File: config.mk
export PLATFORM = sky130hd
export DESIGN_NAME = msgpack_value_encoder_unit
export DESIGN_NICKNAME = d
export VERILOG_FILES = /design/src/hw/rtl/mve_pkg.sv /design/src/hw/rtl/msgpack_value_encoder_unit.sv /design/src/hw/rtl/mve_front.sv /design/src/hw/rtl/mve_queue.sv /design/src/hw/rtl/mve_back.sv
export SDC_FILE = /design/constraint.sdc
export NUM_CORES = 1
export LEC_CHECK = 0
export BUFFER_PORTS_ARGS = -buffer_cell sky130_fd_sc_hd__buf_2
export CORE_MARGIN = 10
export CORE_UTILIZATION = 50
export DETAILED_ROUTE_END_ITERATION = 10
export GPL_TIMING_DRIVEN = 0
export PLACE_DENSITY_LB_ADDON = 0.1
export SLEW_MARGIN = 20
export SYNTH_ARGS = -nofsm -noshare
export SYNTH_HDL_FRONTEND = slang
export SYNTH_HIERARCHICAL = 1
export SYNTH_SLANG_ARGS = --single-unit
File: constraint.sdc
create_clock -name clk -period 5.5 [get_ports clk]
set_input_delay 0.275 -clock clk [delete_from_list [all_inputs] [get_ports clk]]
set_output_delay 0.275 -clock clk [all_outputs]
set_load 0.02 [all_outputs]
File: src/hw/rtl/mve_pkg.sv
`default_nettype none
package mve_pkg;

  typedef enum logic [2:0] {
    CMD_INT32   = 3'd0,
    CMD_INT64   = 3'd1,
    CMD_ARRAY   = 3'd2,
    CMD_STRING  = 3'd3,
    CMD_PAYLOAD = 3'd4,
    CMD_FLOAT32 = 3'd5,
    CMD_BOOL    = 3'd6
  } cmd_t;

  localparam logic [7:0] MK_UINT8   = 8'hcc;
  localparam logic [7:0] MK_UINT16  = 8'hcd;
  localparam logic [7:0] MK_UINT32  = 8'hce;
  localparam logic [7:0] MK_INT8    = 8'hd0;
  localparam logic [7:0] MK_INT16   = 8'hd1;
  localparam logic [7:0] MK_INT32   = 8'hd2;
  localparam logic [7:0] MK_INT64   = 8'hd3;
  localparam logic [7:0] MK_FLOAT32 = 8'hca;
  localparam logic [7:0] MK_FIXSTR  = 8'ha0;
  localparam logic [7:0] MK_STR8    = 8'hd9;
  localparam logic [7:0] MK_STR16   = 8'hda;
  localparam logic [7:0] MK_STR32   = 8'hdb;
  localparam logic [7:0] MK_FIXARR  = 8'h90;
  localparam logic [7:0] MK_ARR16   = 8'hdc;
  localparam logic [7:0] MK_ARR32   = 8'hdd;
  localparam logic [7:0] MK_FALSE   = 8'hc2;
  localparam logic [7:0] MK_TRUE    = 8'hc3;

  localparam int QUEUE_DEPTH_DEF = 2;

  // One classified element: marker byte, trailing bytes left-aligned, and
  // the number of trailing bytes (0, 1, 2, 4 or 8).
  typedef struct packed {
    logic [7:0]  marker;
    logic [63:0] data;
    logic [3:0]  nbytes;
  } elem_t;

  typedef struct packed {
    logic full;
    logic empty;
  } q_status_t;

endpackage
`default_nettype wire

File: src/hw/rtl/msgpack_value_encoder_unit.sv
`default_nettype none
// Channel   Signals                          Handshake
// -------   ------------------------------   ------------------------------
// request   cmd, operand, count              taken when start & !busy
// result    out_byte, last                   one cycle each, marked by strobe
//
// An element of N trailing bytes is sent as its marker byte and then those N
// bytes through the single byte-wide output register of the emitter; queued
// elements follow one another on the result side without a gap.
// An accepted item passes through a queue slot and the emitter's element
// registers. Reset (rst, synchronous) empties the queue and idles the emitter.
// busy is high only while the element queue is full; the receiver never stalls.
module msgpack_value_encoder_unit #(
  parameter int QUEUE_DEPTH = mve_pkg::QUEUE_DEPTH_DEF
) (
  input  wire logic        clk,
  input  wire logic        rst,
  input  wire logic        start,
  output logic             busy,
  input  wire logic [2:0]  cmd,
  input  wire logic [63:0] operand,
  input  wire logic [31:0] count,
  output logic [7:0]       out_byte,
  output logic             last,
  output logic             strobe
);
  import mve_pkg::*;

  elem_t     front_elem;
  logic      front_valid;
  elem_t     head;
  q_status_t q_status;
  logic      pop;
  logic      push;

  // The front end classifies the request into a marker byte and a
  // left-aligned run of trailing bytes in the accepting cycle.
  mve_front u_front (
    .cmd        (cmd),
    .operand    (operand),
    .count      (count),
    .elem       (front_elem),
    .elem_valid (front_valid)
  );

  // An unknown command is accepted but never reaches the queue.
  assign busy = q_status.full;
  assign push = start && !busy && front_valid;

  // A short queue lets new items be taken while earlier ones are still
  // being streamed out.
  mve_queue #(
    .DEPTH (QUEUE_DEPTH)
  ) u_queue (
    .clk     (clk),
    .rst     (rst),
    .push    (push),
    .wr_elem (front_elem),
    .pop     (pop),
    .rd_elem (head),
    .status  (q_status)
  );

  // The back end streams each element one byte per cycle, marker first.
  mve_back u_back (
    .clk      (clk),
    .rst      (rst),
    .head     (head),
    .q_status (q_status),
    .pop      (pop),
    .out_byte (out_byte),
    .last     (last),
    .strobe   (strobe)
  );

endmodule
`default_nettype wire

File: src/hw/rtl/mve_front.sv
`default_nettype none
module mve_front (
  input  wire logic [2:0]  cmd,
  input  wire logic [63:0] operand,
  input  wire logic [31:0] count,
  output mve_pkg::elem_t   elem,
  output logic             elem_valid
);
  import mve_pkg::*;

  logic signed [63:0] v;
  logic               wide;
  logic        [63:0] u;

  always_comb begin
    wide = (cmd == CMD_INT64);
    v = wide ? $signed(operand) : $signed({{32{operand[31]}}, operand[31:0]});
    u = v;
    elem_valid = 1'b1;
    elem.marker = 8'h00;
    elem.data = 64'd0;
    elem.nbytes = 4'd0;
    case (cmd)
      CMD_INT32, CMD_INT64: begin
        if (v >= -64'sd32 && v <= 64'sd127) begin
          elem.marker = u[7:0];
        end else if (v >= -64'sd128 && v < -64'sd32) begin
          elem.marker = MK_INT8;
          elem.data = {u[7:0], 56'd0};
          elem.nbytes = 4'd1;
        end else if (v >= 64'sd128 && v <= 64'sd255) begin
          elem.marker = MK_UINT8;
          elem.data = {u[7:0], 56'd0};
          elem.nbytes = 4'd1;
        end else if (v >= -64'sd32768 && v < -64'sd128) begin
          elem.marker = MK_INT16;
          elem.data = {u[15:0], 48'd0};
          elem.nbytes = 4'd2;
        end else if (v > 64'sd255 && v <= 64'sd65535) begin
          elem.marker = MK_UINT16;
          elem.data = {u[15:0], 48'd0};
          elem.nbytes = 4'd2;
        end else if (!wide || (v >= -64'sd2147483648 && v <= -64'sd32769)) begin
          elem.marker = MK_INT32;
          elem.data = {u[31:0], 32'd0};
          elem.nbytes = 4'd4;
        end else if (v > 64'sd65535 && v <= 64'sd4294967295) begin
          elem.marker = MK_UINT32;
          elem.data = {u[31:0], 32'd0};
          elem.nbytes = 4'd4;
        end else begin
          elem.marker = MK_INT64;
          elem.data = u;
          elem.nbytes = 4'd8;
        end
      end
      CMD_ARRAY: begin
        if (count <= 32'd15) begin
          elem.marker = MK_FIXARR | {4'd0, count[3:0]};
        end else if (count <= 32'd65535) begin
          elem.marker = MK_ARR16;
          elem.data = {count[15:0], 48'd0};
          elem.nbytes = 4'd2;
        end else begin
          elem.marker = MK_ARR32;
          elem.data = {count, 32'd0};
          elem.nbytes = 4'd4;
        end
      end
      CMD_STRING: begin
        if (count <= 32'd31) begin
          elem.marker = MK_FIXSTR | {3'd0, count[4:0]};
        end else if (count <= 32'd255) begin
          elem.marker = MK_STR8;
          elem.data = {count[7:0], 56'd0};
          elem.nbytes = 4'd1;
        end else if (count <= 32'd65535) begin
          elem.marker = MK_STR16;
          elem.data = {count[15:0], 48'd0};
          elem.nbytes = 4'd2;
        end else begin
          elem.marker = MK_STR32;
          elem.data = {count, 32'd0};
          elem.nbytes = 4'd4;
        end
      end
      CMD_PAYLOAD: begin
        elem.marker = operand[7:0];
      end
      CMD_FLOAT32: begin
        elem.marker = MK_FLOAT32;
        elem.data = {operand[31:0], 32'd0};
        elem.nbytes = 4'd4;
      end
      CMD_BOOL: begin
        elem.marker = operand[0] ? MK_TRUE : MK_FALSE;
      end
      default: begin
        // An unknown command produces no bytes at all.
        elem_valid = 1'b0;
      end
    endcase
  end

endmodule
`default_nettype wire

File: src/hw/rtl/mve_queue.sv
`default_nettype none
module mve_queue #(
  parameter int DEPTH = mve_pkg::QUEUE_DEPTH_DEF
) (
  input  wire logic           clk,
  input  wire logic           rst,
  input  wire logic           push,
  input  wire mve_pkg::elem_t wr_elem,
  input  wire logic           pop,
  output mve_pkg::elem_t      rd_elem,
  output mve_pkg::q_status_t  status
);
  import mve_pkg::*;

  localparam int PW = (DEPTH > 1) ? $clog2(DEPTH) : 1;
  localparam int CW = $clog2(DEPTH + 1);
  localparam logic [PW-1:0] LAST_PTR = PW'(DEPTH - 1);
  localparam logic [CW-1:0] FULL_CNT = CW'(DEPTH);

  elem_t         slots [DEPTH];
  logic [PW-1:0] wr_ptr;
  logic [PW-1:0] rd_ptr;
  logic [CW-1:0] fill;

  assign rd_elem = slots[rd_ptr];
  assign status.full = (fill == FULL_CNT);
  assign status.empty = (fill == '0);

  always_ff @(posedge clk) begin
    if (push) begin
      slots[wr_ptr] <= wr_elem;
    end
  end

  always_ff @(posedge clk) begin
    if (rst) begin
      wr_ptr <= '0;
      rd_ptr <= '0;
      fill <= '0;
    end else begin
      if (push) begin
        wr_ptr <= (wr_ptr == LAST_PTR) ? '0 : wr_ptr + 1'b1;
      end
      if (pop) begin
        rd_ptr <= (rd_ptr == LAST_PTR) ? '0 : rd_ptr + 1'b1;
      end
      if (push && !pop) begin
        fill <= fill + 1'b1;
      end else if (pop && !push) begin
        fill <= fill - 1'b1;
      end
    end
  end

endmodule
`default_nettype wire

File: src/hw/rtl/mve_back.sv
`default_nettype none
module mve_back (
  input  wire logic               clk,
  input  wire logic               rst,
  input  wire mve_pkg::elem_t     head,
  input  wire mve_pkg::q_status_t q_status,
  output logic                    pop,
  output logic [7:0]              out_byte,
  output logic                    last,
  output logic                    strobe
);
  import mve_pkg::*;

  logic        active;
  logic        in_marker;
  logic [7:0]  marker;
  logic [63:0] data;
  logic [3:0]  nbytes;
  logic [3:0]  rem;
  logic        done_this;

  // The element in hand sends its final byte this cycle.
  assign done_this = active && ((in_marker && nbytes == 4'd0) ||
                                (!in_marker && rem == 4'd1));
  assign pop = !q_status.empty && (!active || done_this);

  always_ff @(posedge clk) begin
    if (rst) begin
      active <= 1'b0;
      in_marker <= 1'b0;
      strobe <= 1'b0;
    end else begin
      strobe <= active;
      if (pop) begin
        active <= 1'b1;
        in_marker <= 1'b1;
      end else if (done_this) begin
        active <= 1'b0;
      end else if (active && in_marker) begin
        in_marker <= 1'b0;
      end
    end
  end

  always_ff @(posedge clk) begin
    if (active) begin
      last <= done_this;
      if (in_marker) begin
        out_byte <= marker;
        rem <= nbytes;
      end else begin
        out_byte <= data[63:56];
        rem <= rem - 1'b1;
      end
    end
    // A new element replaces the shift register when the old one finishes or the emitter is idle.
    if (pop) begin
      marker <= head.marker;
      data <= head.data;
      nbytes <= head.nbytes;
    end else if (active && !in_marker) begin
      data <= {data[55:0], 8'd0};
    end
  end

endmodule
`default_nettype wire
==> results.toml, run 1 <==
[run_status]
status = "completed"

[worst_hold_path]
worstHoldStart = "rst"
min_to = "u_queue/fill[1]"
hold_depth = 2
worstHoldPathType = "input port to flop"

[worst_setup_path]
path_cells = "inv_1 > a211oi_1 > buf_2 > buf_2 > nor2_2 > inv_1 > ha_1 > or3_1 > a21oi_1"
path_max_fanout = 17
cp_slowest_cell = "dfxtp_1"
reg2reg_from = "u_back/active"
cp.arrival_ns = 3.97
critPathCaptureType = "flop"
start_kind = "flop"
critical_path_required_ns = 5.97
r2r_cells = 9
worst-path-buf-inv = 4
cp_top_family = "buffers and inverters"
ff2ff_setup_slack_ns = 2.00
crit_path_max_incr_delay_ns = 0.86
critPathKind = "flop to flop"
rr_endpoint = "u_queue/fill[1]"

[synthesis]
synth_area_um2 = 12900
synth_nets = 1161
synth-main-ff-cell = "edfxtp_1"
yosysUniqueCellTypes = 66
synth_async_sr_flop_share = 0
synth_top_area_share = 0.561
synth-edff-count = 241
ys_ff_latch = 249
synth_area_leaders = "edfxtp_1, mux2_4, mux2_2, o2111ai_1, o311ai_1"
synth-seq-area-share = 0.574
synth_area_leader_cell = "edfxtp_1"
syn_area_per_cell_um2 = 12.2
syn_inst = 1056
synth.yosys.warnings = 6

[cts]
h-tree-depth = 1
clk_path_buf_depth = 3
cts_tree = "done"
numCtsBuffers = 27
cts_root_buf = "clkbuf_16"
post_cts_resized = 0
clkTransAtPathRegs_ns = 0.06
cts_sinks = 249
cts_setup_buffers = 0
clock_latency_ns = 0.53
cts-hold-fix-buffers = 0

[global_route]
gr-usage-met2 = 0.362
antenna_found_initial = 2
grt_pass1_wl_mm = 61.2
grt-ovfl-total = 0
grt_max_degree = 42
grt.met3_usage = 0.0438
grt_pass1_vias = 9661
met1_usage = 0.340
top_usage_layer = "met2"
track_usage = 0.244

[floorplan]
start_util = 0.510
die_h_um = 181
core_area_um2 = 25300
die_width_um = 181
rows = 58
die_area_um2 = 32600
num_io_pins = 113

[sta]
finalCritPeriodShare = 0.637
setup_viol = 0
min_period_ns = 3.50
setup_ws_ns = 2.00
tightest_slew_ns = 1.12
fmax_mhz = 285
hold_violations = 0
fin_skew_ns = 0.00785
slew_viol_final = 0
slew_headroom = 0.248
rsz0062_at_grt = "false"

[run]
cap_violations = 0

[placement]
dpl.hpwl_mm = 32.0
port_buffers = 110
dp_cells = 1503
dp_slack_ns = 1.94
place_congestion = 1.01

[routing]
vias_per_cell = 6.34
wl_per_cell_um = 26.8
first_pass_iters = 6
vias = 9838
drtAntennaViolNets = 0
drt_iter0_markers = 1176
drt_wl_total_mm = 41.5
drc_errors = 0

[layout]
drive_gt1_frac = 0.240
syn_to_final_growth_pct = 15.5
fillers = 2100
final_cells = 1552
nets = 1307

[pwr]
powerDensity_nw_per_um2 = 490
p_leak_nw = 5.40
peakVddDrop_v = 0.000339
power breakdown:
group	switching [mW]	total (mW)	leakage (nW)	internal [mW]
clock	0.711	1.76	0.419	1.05
sequential	0.273	3.16	2.38	2.89
combinational	1.46	2.38	2.61	0.916
total	2.45	7.30	5.40	4.85
final cells by class:
cell class | count | area, µm² | area share
diodes | 1 | 2.50 | 0.000168
plain buffers | 85 | 467 | 0.0313
clock buffers | 34 | 702 | 0.0471
clock inverters | 14 | 161 | 0.0108
inverters | 74 | 278 | 0.0187
multi-input cells | 648 | 4770 | 0.321
flip-flops and latches | 249 | 7400 | 0.497
well taps | 330 | 413 | 0.0277
repair buffers | 117 | 696 | 0.0467
sequential cells by signal, summed over array words and instances (netlist names), named ones only:
name and flops:
u_back/marker 8, u_queue/fill 2, u_back/strobe 1, u_queue/wr_ptr 1, u_back/nbytes 4, u_back/last 1, u_back/in_marker 1, u_back/out_byte 8
u_back/data 64, u_queue/slots 152, u_back/rem 4, u_back/active 1, u_queue/rd_ptr 1
metrics by stage:
stage	power, mW	hold slack [ns]	utilization	cell area, µm²	setup TNS [ns]
detailed placement	5.55	0.495	0.555	14000	0
global route	7.66	0.0520	0.589	14900	0
global placement	5.45	0.489	0.549	13900	-181.83
finish	7.30	0.0698	0.590	14900	0
floorplan	4.68	0.342	-	12900	0
CTS	7.33	0.0395	0.589	14900	0
logic make-up after synthesis:
family          synth area share
xor+xnor                 0.00408
buf+inv                   0.0578
flops                      0.574
fa+ha+maj                0.00291
simple gates               0.107
compound gates             0.158
mux                       0.0956
cells in the final DEF, fill, tap and decap left out, types with 4 or more instances in the layout:
cell type	instances
nand2_1	86
nand4_1	15
nor3b_1	10
clkbuf_1	57
nor4_1	22
dfxtp_1	8
nor2_1	61
a21o_1	4
a221oi_1	6
o21ai_1	10
inv_1	73
nor2b_1	4
a221o_1	17
o22ai_1	5
mux2_2	49
and2_1	28
buf_4	5
mux2_4	40
o311ai_1	56
xor2_1	4
nor3_1	8
nand3_1	6
a211oi_1	11
mux2i_1	8
o21ai_0	22
buf_6	15
o2111ai_1	57
edfxtp_1	241
a21oi_1	58
clkbuf_16	27
buf_2	123
o211ai_1	5
cell usage after synthesis, types with 3 or more instances:
cell type  instances
nor2_1            62
edfxtp_1         241
o211ai_1           5
ha_1               3
nand4_1           15
inv_1             73
nand2b_1           3
nor3b_1           10
clkbuf_1          50
a211oi_1          11
buf_6             15
a221o_1           17
a221oi_1           6
nand3_1            6
xor2_1             4
nor3_1             8
o221ai_1           3
nor2b_1            5
o22ai_1            6
o2111ai_1         57
a21o_1             4
dfxtp_1            8
buf_2             13
mux2_2            49
o21ai_1           10
mux2i_1            8
nand2_1           86
a21oi_1           58
mux2_4            40
o311ai_1          56
a31oi_1            3
and2_1            29
nor4_1            22
o21ai_0           22
buf_4              5
routing by layer:
metal	wire length (µm)	part of all wire
met1	18100	0.44
met3	3530	0.085
met4	1910	0.046
met2	18000	0.43
met5	8	0.00019
how the worst max path moves through the flow:
stage	end	from	cells after the start	slack, ns
after detailed placement	u_queue/fill[1]	u_back/active	9	1.94
after floorplan	u_queue/slots[0][0]	cmd[1]	5	0.65
after global routing	u_queue/fill[1]	u_back/active	9	1.81
after CTS	u_queue/fill[1]	u_back/active	9	1.95
final	u_queue/fill[1]	u_back/active	9	2.00
after global placement	u_queue/slots[0][44]	cmd[1]	5	-1.40
worst register-to-register path, stage by stage (launching register included):
cell and delay (ns):
dfxtp_1 0.86, inv_1 0.32, a211oi_1 0.54, buf_2 0.35, buf_2 0.28, nor2_2 0.20
inv_1 0.13, ha_1 0.26, or3_1 0.36, a21oi_1 0.14
(Power assumes the default switching activity.)
==> run 2, diff against run 1 <==
--- a/config.mk
+++ b/config.mk
@@ -5,6 +5,7 @@
 export SDC_FILE = /design/constraint.sdc
 export NUM_CORES = 1
 export LEC_CHECK = 0
+export ABC_AREA = 1
 export BUFFER_PORTS_ARGS = -buffer_cell sky130_fd_sc_hd__buf_2
 export CORE_MARGIN = 10
 export CORE_UTILIZATION = 50
==> constraint.sdc (replaced) <==
create_clock -name clk -period 3.3 [get_ports clk]
set_input_delay 0.165 -clock clk [delete_from_list [all_inputs] [get_ports clk]]
set_output_delay 0.165 -clock clk [all_outputs]
set_load 0.02 [all_outputs]
==> results.toml, run 2 <==
[worst_setup_path]
reg2reg_from = "u_back/rem[1]"
critPathCaptureType = "flop"
r2r_cells = 17
start_kind = "input port"
critPathKind = "input port to flop"
path_max_fanout = 10
critical_path.startpoint = "count[22]"
path_cells = "buf_2 > nor2_1 > nand3_1 > nor2_1 > nand2_2 > inv_2 > nand2_1 > inv_1 > nand3_1 > nor2_1 > inv_2 > nand2_1 > nand2_1 > inv_1 > buf_4 > nor2_1 > nor2_1 > nand2_1 > inv_1 > nand2_1"
crit_path_max_incr_delay_ns = 0.27
critical_path_required_ns = 3.57
cp_slowest_cell = "nor2_1"
ff2ff_setup_slack_ns = 0.58
cp.arrival_ns = 3.26
rr_endpoint = "u_queue/fill[1]"

[routing]
drc_errors = 0
drt_wl_total_mm = 43.4
wl_per_cell_um = 22.1
vias = 11000
drtAntennaViolNets = 0
drt_iter0_markers = 1144
vias_per_cell = 5.60
first_pass_iters = 5

[worst_hold_path]
worstHoldStart = "start"
worstHoldPathType = "input port to flop"
min_to = "u_queue/wr_ptr"
hold_depth = 5

[cts]
cts_sinks = 249
clk_path_buf_depth = 3
cts_root_buf = "clkbuf_16"
cts_setup_buffers = 0
numCtsBuffers = 27
clkTransAtPathRegs_ns = 0.06
cts_tree = "done"
post_cts_resized = 0
h-tree-depth = 1
clock_latency_ns = 0.55
cts-hold-fix-buffers = 1

[synthesis]
synth_top_area_share = 0.532
ys_ff_latch = 249
synth-seq-area-share = 0.544
synth_area_um2 = 13600
synth_nets = 1557
yosysUniqueCellTypes = 43
yosys-top-cells-count = "nand2_1, edfxtp_1, nand3_1, nor2_1, inv_1"
synth_async_sr_flop_share = 0
synth_area_leader_cell = "edfxtp_1"
synth.most_common_cell = "nand2_1"
synth-main-ff-cell = "edfxtp_1"
synth-edff-count = 241
syn_inst = 1452
syn_area_per_cell_um2 = 9.37
synth.yosys.warnings = 6
synth_area_leaders = "edfxtp_1, nand2_1, nand3_1, nor2_1, mux2_4"

[layout]
largest_reg_flops = 152
drive_gt1_frac = 0.203
nets = 1706
final_common_cell = "nand2_1"
syn_to_final_growth_pct = 14.8
reg_top3 = "u_queue/slots: 152 flops, u_back/data: 64 flops"
most-common-layout-cells = "nand2_1, edfxtp_1, nand3_1"
fillers = 2391
final_cells = 1964
regMostFlops = "u_queue/slots"

[floorplan]
rows = 60
die_area_um2 = 34200
die_h_um = 185
num_io_pins = 113
die_width_um = 185
start_util = 0.506
core_area_um2 = 26900

[global_route]
grt_pass1_vias = 10500
track_usage = 0.251
antenna_found_initial = 0
grt_pass1_wl_mm = 64.2
grt-ovfl-total = 0
grt_max_degree = 43

[pwr]
p_sw_mw = 3.84
power_frac_comb = 0.318
powerDensity_nw_per_um2 = 744
seq_power_share = 0.440
p_leak_nw = 6.88
p_sw_frac = 0.331
p_clk_frac = 0.242
peakVddDrop_v = 0.000564
intPower_mw = 7.77

[placement]
port_buffers = 112
dp_cells = 1912
dpl.hpwl_mm = 34.1
place_congestion = 0.980

[sta]
min_period_ns = 2.99
slew_headroom = 0.365
hold_violations = 0
hold_slack_ns = 0.00785
tns_ns = 0
finalCritPeriodShare = 0.906
setup_viol = 0
rsz0062_at_grt = "false"
fin_skew_ns = 0.0228
fmax_mhz = 335
slew_viol_final = 0
tightest_slew_ns = 0.949

[run]
cap_violations = 0

[run_status]
status = "completed"
[run 2: changes by cell type after synthesis, sizes merged, moves of 23 or more]
cell     delta
nor2      +120
clkbuf     -38
inv        +79
nand3     +168
o2111ai    -56
a21oi      -30
o311ai     -57
nand2     +302
and2       -29
nor4       -23
[run 2: worst max-delay path, delay by kind of cell]
kind | cells | cell delay (ns)
buffers and inverters | 7 | 1.01
AND/OR/NAND/NOR | 13 | 2.07
[run 2: cells by family after synthesis]
logic type / count (synthesis) / share of synthesized area
and+or+nand+nor: 797 / 0.257
DFF: 249 / 0.544
buffers and inverters: 222 / 0.0774
AOI/OAI and AO/OA: 102 / 0.0439
muxes: 76 / 0.0739
xor gates and xnor gates: 3 / 0.00193
adders and majority gates: 3 / 0.00276
[run 2: how the worst max path moves through the flow]
stage | end | depth (start not counted)
floorplan | u_back/data[0] | 2
global placement | u_queue/slots[1][51] | 10
detailed placement | u_queue/slots[1][64] | 20
CTS | u_queue/slots[0][61] | 20
global route | u_queue/slots[0][64] | 20
finish | u_queue/slots[0][64] | 20
[run 2: layer usage]
layer,part of all wire,vias to the layer above,track usage
li1,-,5219,-
met1,0.43,5241,0.339
met2,0.47,473,0.412
met3,0.067,74,0.0343
met4,0.031,0,0.0770
met5,0,-,0
[run 2: stage by stage]
| stage | total power [mW] | setup WS (ns) | util | cell area, µm² |
|---|---|---|---|---|
| 2_1_floorplan | 7.54 | 0.405 | - | 13600 |
| 3_3_place_gp | 8.64 | -1.03 | 0.543 | 14600 |
| 3_5_place_dp | 8.87 | -0.150 | 0.550 | 14800 |
| 4_1_cts | 11.7 | 0.412 | 0.581 | 15600 |
| 5_1_grt | 12.2 | 0.0763 | 0.581 | 15600 |
| 6_report | 11.6 | 0.311 | 0.581 | 15600 |
[run 2: power by group through the flow]
stage	combinational, mW	clock [mW]	sequential [mW]
4_1_cts	3.70	2.86	5.12
2_1_floorplan	2.38	0	5.16
6_report	3.69	2.81	5.11
5_1_grt	4.06	3.00	5.19
3_5_place_dp	3.69	0	5.18
3_3_place_gp	3.40	0	5.24
[run 2: area by class of cell]
class	count	area, µm²	area share
Multi-Input combinational cell	981	5180	0.331
Tap cell	341	427	0.0273
Timing Repair Buffer	120	736	0.0471
Antenna cell	1	2.50	0.000160
Clock inverter	16	129	0.00825
Clock buffer	34	702	0.0449
Inverter	154	583	0.0373
Sequential cell	249	7400	0.473
Buffer	68	473	0.0303
